## src/rtl/msts_pkg.sv

```systemverilog
// Package for the multi-stream timestamp synchronizer.
// Verdict codes, register indexes, pivot modes and default sizes; no dependencies.
package msts_pkg;

  localparam int unsigned DefStreams     = 8;
  localparam int unsigned DefPayloadBits = 64;

  localparam logic [1:0] CfgStreamCount = 2'd0;
  localparam logic [1:0] CfgTolerance   = 2'd1;
  localparam logic [1:0] CfgPivotMode   = 2'd2;
  localparam logic [1:0] CfgAnchorIndex = 2'd3;

  localparam logic [1:0] PivotMax    = 2'd0;
  localparam logic [1:0] PivotMin    = 2'd1;
  localparam logic [1:0] PivotAnchor = 2'd2;

  typedef enum logic [2:0] {
    VerdictInvalid   = 3'd0,
    VerdictStale     = 3'd1,
    VerdictHeld      = 3'd2,
    VerdictCoalesced = 3'd3,
    VerdictGap       = 3'd4,
    VerdictTuple     = 3'd5
  } verdict_t;

  // Token passed from cell to cell along the scan.
  typedef struct packed {
    logic        all_armed;
    logic        have;      // pivot/laggard seen
    logic signed [63:0] pivot;
    logic signed [63:0] lag_time;
    logic [4:0]  lag_idx;
    logic        any_out;
  } scan_t;

  // Control broadcast to every cell for the current pass.
  typedef struct packed {
    logic [1:0] pass;       // 0 armed+pivot, 1 tolerance check
    logic [1:0] mode;
    logic [4:0] anchor;
    logic [4:0] n;
    logic signed [63:0] pivot;
  } scan_ctl_t;

  localparam logic [1:0] PassPivot = 2'd0;
  localparam logic [1:0] PassCheck = 2'd1;

  function automatic logic signed [63:0] sat_add(input logic [62:0] t,
                                                 input logic signed [63:0] off);
    logic signed [64:0] s;
    s = $signed({2'b00, t}) + $signed({off[63], off});
    // 64-bit overflow shows as bit 64 differing from bit 63
    if (s[64] != s[63]) sat_add = s[64] ? 64'sh8000_0000_0000_0000 : 64'sh7FFF_FFFF_FFFF_FFFF;
    else sat_add = s[63:0];
  endfunction

  function automatic logic [64:0] abs_diff(input logic signed [63:0] a,
                                           input logic signed [63:0] b);
    logic signed [64:0] d;
    d = {a[63], a} - {b[63], b};
    abs_diff = d[64] ? 65'(-d) : 65'(d);
  endfunction

endpackage

```

## src/rtl/msts_cell.sv

```systemverilog
// One scan cell: folds one lane into the token handed to the next cell.
// Depends on msts_pkg.
module msts_cell import msts_pkg::*; (
  input  logic              clk,
  input  logic              rst_n,
  input  logic              en,
  input  logic [4:0]        idx,
  input  logic              armed,
  input  logic signed [63:0] eff,
  input  logic [63:0]       tolerance,
  input  scan_ctl_t         ctl,
  input  scan_t             tok_in,
  output scan_t             tok_r,
  output logic              rel_r
);
  scan_t tok_nxt;
  logic  in_use;
  logic  beyond;
  logic  rel_nxt;

  always_comb begin
    in_use  = idx < ctl.n;
    beyond  = abs_diff(eff, ctl.pivot) > {1'b0, tolerance};
    rel_nxt = in_use && beyond && !(ctl.mode == PivotAnchor && idx == ctl.anchor);
    tok_nxt = tok_in;
    if (in_use) begin
      if (ctl.pass == PassPivot) begin
        if (!armed) tok_nxt.all_armed = 1'b0;
        if (!tok_in.have ||
            (ctl.mode == PivotMin ? eff < tok_in.pivot : eff > tok_in.pivot))
          tok_nxt.pivot = eff;
        if (!tok_in.have || eff < tok_in.lag_time) begin
          tok_nxt.lag_time = eff;
          tok_nxt.lag_idx  = idx;
        end
        tok_nxt.have = 1'b1;
      end else if (rel_nxt) begin
        tok_nxt.any_out = 1'b1;
      end
    end
  end

  // rel_r marks this lane for release in anchor mode
  always_ff @(posedge clk) begin
    if (!rst_n) begin
      tok_r <= '0;
      rel_r <= 1'b0;
    end else if (en) begin
      tok_r <= tok_nxt;
      if (ctl.pass == PassCheck) rel_r <= rel_nxt;
    end
  end
endmodule

```

## config.mk

```make
export PLATFORM = sky130hd
export DESIGN_NAME = msts_cell
export DESIGN_NICKNAME = d
export VERILOG_FILES = /design/src/rtl/msts_pkg.sv /design/src/rtl/msts_cell.sv
export SDC_FILE = /design/constraint.sdc
export NUM_CORES = 1
export LEC_CHECK = 0
export BUFFER_PORTS_ARGS = -buffer_cell sky130_fd_sc_hd__buf_2
export CAP_MARGIN = 10
export CORE_AREA = 4 4 190 192
export DETAILED_ROUTE_END_ITERATION = 7
export DIE_AREA = 0 0 194 196
export GPL_TIMING_DRIVEN = 0
export PLACE_DENSITY_LB_ADDON = 0.1
export SLEW_MARGIN = 25
export SYNTH_ARGS = -nofsm -noshare
export SYNTH_HDL_FRONTEND = slang
export SYNTH_SLANG_ARGS = --single-unit
```

## constraint.sdc

```tcl
create_clock -name clk -period 7.5 [get_ports clk]
set_input_delay 0.375 -clock clk [delete_from_list [all_inputs] [get_ports clk]]
set_output_delay 0.375 -clock clk [all_outputs]
set_load 0.05 [all_outputs]
```

==> results of run 1 <==
-- cell families after synthesis --
kind of cell | after synthesis | synth area share [%]
buf+inv | 385 | 8.38
compound gates | 809 | 27.8
flops | 137 | 15.5
simple gates | 579 | 17.0
mux | 140 | 7.95
xor+xnor | 96 | 4.76
fa+ha+maj | 261 | 18.5
-- routing by layer --
metal	global-route usage [%]	vias to the layer above	part of all wire, %
li1	-	9718	-
met1	42.1	9485	39
met2	64.3	922	47
met3	7.56	227	7.7
met4	19.3	18	5.8
met5	0	-	0.17
-- per-stage QoR --
step                util [%]  power [uW]  cells  hold slack, ns
floorplan                  -        2060   2407           0.531
global placement        60.1        2560   3347           0.457
detailed placement      60.1        2610   3347           0.466
CTS                     61.9        3520   3379           0.217
global route            62.1        3750   3397           0.259
finish                  62.1        3550   3400           0.230
-- tightest hold or removal path: stages --
cell	delay, ns
buf_2	0.09
nor2_1	0.06
o32ai_1	0.09
-- cells in the final DEF (no fill, tap or decap), drive strengths merged, types with 65 or more instances in the layout --
| cell | Yosys | layout |
|---|---|---|
| nand2 | 142 | 142 |
| a21oi | 296 | 296 |
| a21o | 72 | 72 |
| inv | 280 | 282 |
| dfxtp | 137 | 137 |
| nor2 | 124 | 124 |
| nand4 | 65 | 65 |
| ha | 260 | 260 |
| clkbuf | 80 | 98 |
| o21ai | 247 | 247 |
| mux2i | 138 | 138 |
| buf | 25 | 510 |
-- area by class of cell --
class	instances	area (um2)	area share, %
multi-input cells	1885	13400	63.0
flip-flops and latches	137	2740	12.9
repair buffers	485	2430	11.4
inverters	280	1050	4.93
well taps	455	569	2.67
clock buffers	18	429	2.01
plain buffers	105	429	2.01
clock inverters	14	196	0.921
diodes	21	52.6	0.246
-- worst paths after layout --
kind               from  cells after the start          to  slack (ns)
max              eff[0]                     26    tok_r[0]        0.50
min             ctl[77]                      3       rel_r        0.23
max reg2reg    tok_r[0]                      2    tok_r[0]        6.66
min reg2reg  tok_r[135]                      2  tok_r[135]        0.49
-- flip-flops by register name, summed over array words and instances, names as in the netlist --
signal / flops
rel_r: 1
tok_r: 136
-- power by group through the flow --
| stage | Sequential (uW) | Clock, uW | Combinational, uW |
|---|---|---|---|
| detailed placement | 828 | 0 | 1780 |
| finish | 815 | 913 | 1820 |
| global placement | 827 | 0 | 1730 |
| global route | 818 | 940 | 1990 |
| CTS | 813 | 911 | 1790 |
| floorplan | 1010 | 0 | 1040 |
==> results.cfg, run 1 <==
[run_status]
status = finished clean

[critical_path]
worst-setup-path-type = input port to flop
worstSetupStartpointType = input port
worst-endpoint-arrival_ns = 7.31
end_kind = flop
worstPathRequired_ns = 7.81
slowest_delay_ns = 0.61
slowest_stage = or4_4
worstPathMaxFanout = 9
cp_top_family = compound AO/OA/AOI/OAI gates
path_common_cell = ha_1
critPathBufInv = 2

[cts]
cts_inserted_buffers = 17
cts-htree-levels = 4
cts.hold.buffers_added = 0
cts_tree = built
cts_setup_buffers = 0
ctsResizeCount = 0
cts_sinks = 137
clockRootBuffer = clkbuf_16
clock_path_buffers = 2
clk_latency_ns = 0.43
path_clk_slew_ns = 0.06

[yosys]
syn_avg_cell_area_um2 = 7.33
synth.most_common_cell = a21oi_1
syn_area_um2 = 17700
syn_nets = 3019
synthFlopType = dfxtp_1
netlist_top_cells_area = ha_1, dfxtp_1, a21oi_1
synth-seq-cells = 137
ys_async_sr_fraction_pct = 0
synth_top_area_share_pct = 18.4
synth_seq_area_share_pct = 15.5
synth-edff-count = 0
synth_cell_types = 90
netlist_top_cells_count = a21oi_1, inv_1, ha_1
synth_top_area_cell = ha_1
syn_inst = 2407
yosysWarnings = 0

[global_route]
antenna_found_initial = 29
grt_max_degree = 17
grt_pass1_vias = 20000
grt_usage_pct = 36.7
grt.overflow.total = 0
grt_pass1_wl_um = 111000

[detailed_routing]
drcViolationCount = 0
drtPass1Iterations = 6
ant_nets = 0
routed_wl_um = 74400
avgRoutedWirePerCell_um = 21.9
routed_via_density = 5.99
drt_iter0_markers = 1477
vias = 20400

[sta]
worst_slack_ns = 0.497
setup_viol = 0
slew_viol_final = 0
max_freq_mhz = 143
hold_viol_final = 0
min_period_ns = 7.00
fin_skew_ns = 0
rsz0062_at_grt = false
finalCritPeriodShare_pct = 93.4
slew_headroom_pct = 39.1
tightest_slew_ns = 0.911
setup_tns_ns = 0

[floorplan]
die_w_um = 194
design.core.area_um2 = 34400
ioPinCount = 488
rows = 68
die_h_um = 196
start_util_pct = 51.4
design.die.area_um2 = 38000

[power_and_ir_drop]
intPower_uw = 2000
p_sw_share_pct = 43.6
powerDensity_nw_per_um2 = 166
p_clk_share_pct = 25.7
comb_power_share_pct = 51.3
seq_power_share_pct = 23.0
peakVddDrop_v = 0.000164
p_switching_uw = 1550
leakagePower_uw = 0.0111

[hold_path]
hp-class = input port to flop

[final_layout]
fillers = 3280
fin_area_um2 = 21300
areaGrowthSynthToFinish_pct = 20.9
layout.nets = 3523
drive_gt1_share_pct = 19.8

[placement]
port_buffers = 485
hpwl_um = 63000
place_congestion = 1.02
placed_cell_area_um2 = 20700
dp_slack_ns = -0.133

[flow_run]
maxCapViolations = 0
(Power assumes the default switching activity.)
==> run 2, diff against run 1 <==
ABC_AREA = 1   (was unset)
CORE_AREA = unset   (was 4 4 190 192)
CORE_ASPECT_RATIO = 1.5   (was unset)
CORE_MARGIN = 1   (was unset)
CORE_UTILIZATION = 57   (was unset)
DIE_AREA = unset   (was 0 0 194 196)
==> run 2 against run 1 <==
Global-route usage up 13 points. Setup slack got worse by 0.15 ns. Cell count grew 39%. Critical path depth is 8 higher. Clock-buffer cell count is 1 higher. Power up 10%. Sequential share of layout area fell by 1.5 points. Critical path type unchanged. Largest power group unchanged. Highest routed layer unchanged.
==> results.cfg, run 2 <==
[run_status]
status = finished clean

[flow_run]
maxCapViolations = 0

[power_and_ir_drop]
p_sw_share_pct = 47.7
p_switching_uw = 1870
intPower_uw = 2040
seq_power_share_pct = 20.7
leakagePower_uw = 0.0146
p_total_uw = 3910
powerDensity_nw_per_um2 = 161
peakVddDrop_v = 0.000225
p_clk_share_pct = 24.9
comb_power_share_pct = 54.4

[sta]
max_freq_mhz = 140
worst_slack_ns = 0.346
hold_ws_ns = 0.207
tightest_slew_ns = 1.16
min_period_ns = 7.15
rsz0062_at_grt = false
hold_viol_final = 0
finalCritPeriodShare_pct = 95.4
slew_viol_final = 0
slew_headroom_pct = 21.9
setup_tns_ns = 0
setup_viol = 0
fin_skew_ns = 0

[critical_path]
worst-setup-path-type = input port to flop
worstPathRequired_ns = 7.87
worstSetupStartpointType = input port
slowest_delay_ns = 0.70
worst-endpoint-arrival_ns = 7.52
cp_top_family = simple AND/OR/NAND/NOR gates
slowest_stage = nor4_2
path_common_cell = nand2_1
end_kind = flop
critPathBufInv = 1
worstPathMaxFanout = 5

[cts]
cts_tree = built
cts.hold.buffers_added = 0
clock_path_buffers = 2
clockRootBuffer = clkbuf_16
cts-htree-levels = 4
cts_sinks = 137
clk_latency_ns = 0.44
cts_inserted_buffers = 17
path_clk_slew_ns = 0.06

[final_layout]
layout_commonest_cell = nand2_1
drive_gt1_share_pct = 14.5
areaGrowthSynthToFinish_pct = 18.3
layout.nets = 4838
final_cell_mix = nand2_1, inv_1, buf_2, nand3_1, a21oi_1
stdcell_count = 4725
top_register = tok_r
largest_register_ffs = 136
fillers = 3316
top_regs = tok_r: 136 flops, rel_r: 1 flops

[detailed_routing]
drcViolationCount = 0
routed_via_density = 5.63
vias = 26600
ant_nets = 0
drt_iter0_markers = 1940
routed_wl_um = 93400
avgRoutedWirePerCell_um = 19.8
drtPass1Iterations = 6

[placement]
dpl.cell_count = 4680
port_buffers = 487
hpwl_um = 78300
dp_slack_ns = 0.561
place_congestion = 1.06

[global_route]
grt.overflow.total = 0
grt_max_degree = 17
grt_pass1_vias = 25500
grt_pass1_wl_um = 136000
grt_usage_pct = 50.1
antenna_found_initial = 12

[yosys]
netlist_top_cells_count = nand2_1, inv_1, nand3_1
synth_cell_types = 51
synth-seq-cells = 137
ys_async_sr_fraction_pct = 0
syn_inst = 3720
syn_area_um2 = 20500
syn_avg_cell_area_um2 = 5.51
synth_top_area_cell = nand2_1
synth-edff-count = 0
synth.most_common_cell = nand2_1
synthFlopType = dfxtp_1
synth_top_area_share_pct = 21.2
syn_nets = 4332
netlist_top_cells_area = nand2_1, ha_1, inv_1
synth_seq_area_share_pct = 13.4
yosysWarnings = 0

[floorplan]
ioPinCount = 488
rows = 84
design.core.area_um2 = 35200
die_h_um = 234
design.die.area_um2 = 36700
die_w_um = 157
start_util_pct = 58.2

[hold_path]
hp-class = input port to flop
[run 2: cell types whose count changed in the layout (fill, tap and decap cells not counted), moves of 22 or more]
| cell | delta |
|---|---|
| a21o_1 | -70 |
| a21oi_1 | +32 |
| inv_1 | +503 |
| mux2i_1 | -138 |
| nand2_1 | +1016 |
| nand2_2 | +22 |
| nand2b_1 | -25 |
| nand3_1 | +354 |
| nor2_1 | +109 |
| nor2_2 | +25 |
| nor3_1 | -24 |
| o21ai_0 | -176 |
| xnor2_1 | -41 |
[run 2: what timing repair did]
action / 4_1_cts / 5_1_grt
resized for setup: 0 / 4
buffers inserted: 0 / 0
endpoints found under the setup margin: 0 / 2
[run 2: final timing paths]
kind,start,endpoint,slack [ns],depth (start not counted)
worst max register to register,tok_r[34],tok_r[34],6.75,2
worst max-delay path,eff[39],tok_r[0],0.35,34
worst min-delay path,rst_n,tok_r[134],0.21,3
worst min register to register,tok_r[78],tok_r[78],0.46,2
[run 2: cell type report]
| class | count | area, um2 | area share (%) |
|---|---|---|---|
| multi-input cells | 2699 | 14400 | 59.5 |
| clock buffers | 19 | 453 | 1.87 |
| plain buffers | 92 | 364 | 1.50 |
| flip-flops and latches | 137 | 2740 | 11.3 |
| well taps | 473 | 592 | 2.44 |
| diodes | 13 | 32.5 | 0.134 |
| repair buffers | 487 | 2440 | 10.1 |
| clock inverters | 13 | 211 | 0.873 |
| inverters | 792 | 2970 | 12.3 |
[run 2: cells by family after synthesis]
group / synth area share (%)
fa+ha+maj: 16.0
xor+xnor: 2.88
compound gates: 10.8
buf+inv: 16.3
flops: 13.4
mux: 0.0489
simple gates: 40.6
[run 2: power groups by stage]
stage / registers (uW) / clock network [uW] / logic (uW)
2_1_floorplan: 989 / 0 / 1220
3_3_place_gp: 823 / 0 / 2010
4_1_cts: 808 / 962 / 2060
6_report: 811 / 972 / 2130
5_1_grt: 813 / 991 / 2330
3_5_place_dp: 823 / 0 / 2040
[run 2: layer usage]
layer,track usage (%),part of all wire [%],vias up
li1,-,-,12700
met1,44.7,31,11700
met2,84.6,46,1502
met3,15.6,9.7,654
met4,57.3,13,6
met5,0,0.043,-
[run 2: stage by stage]
step                      util (%)  cell area, um2
after floorplan                  -           20500
after global placement        66.8           23500
after detailed placement      66.8           23500
after CTS                     68.7           24200
after global routing          68.8           24200
final                         68.8           24200
[run 2: tightest hold or removal path, cell delays in order]
cell     delay [ns]
buf_2          0.12
o21ai_0        0.07
a21oi_1        0.04
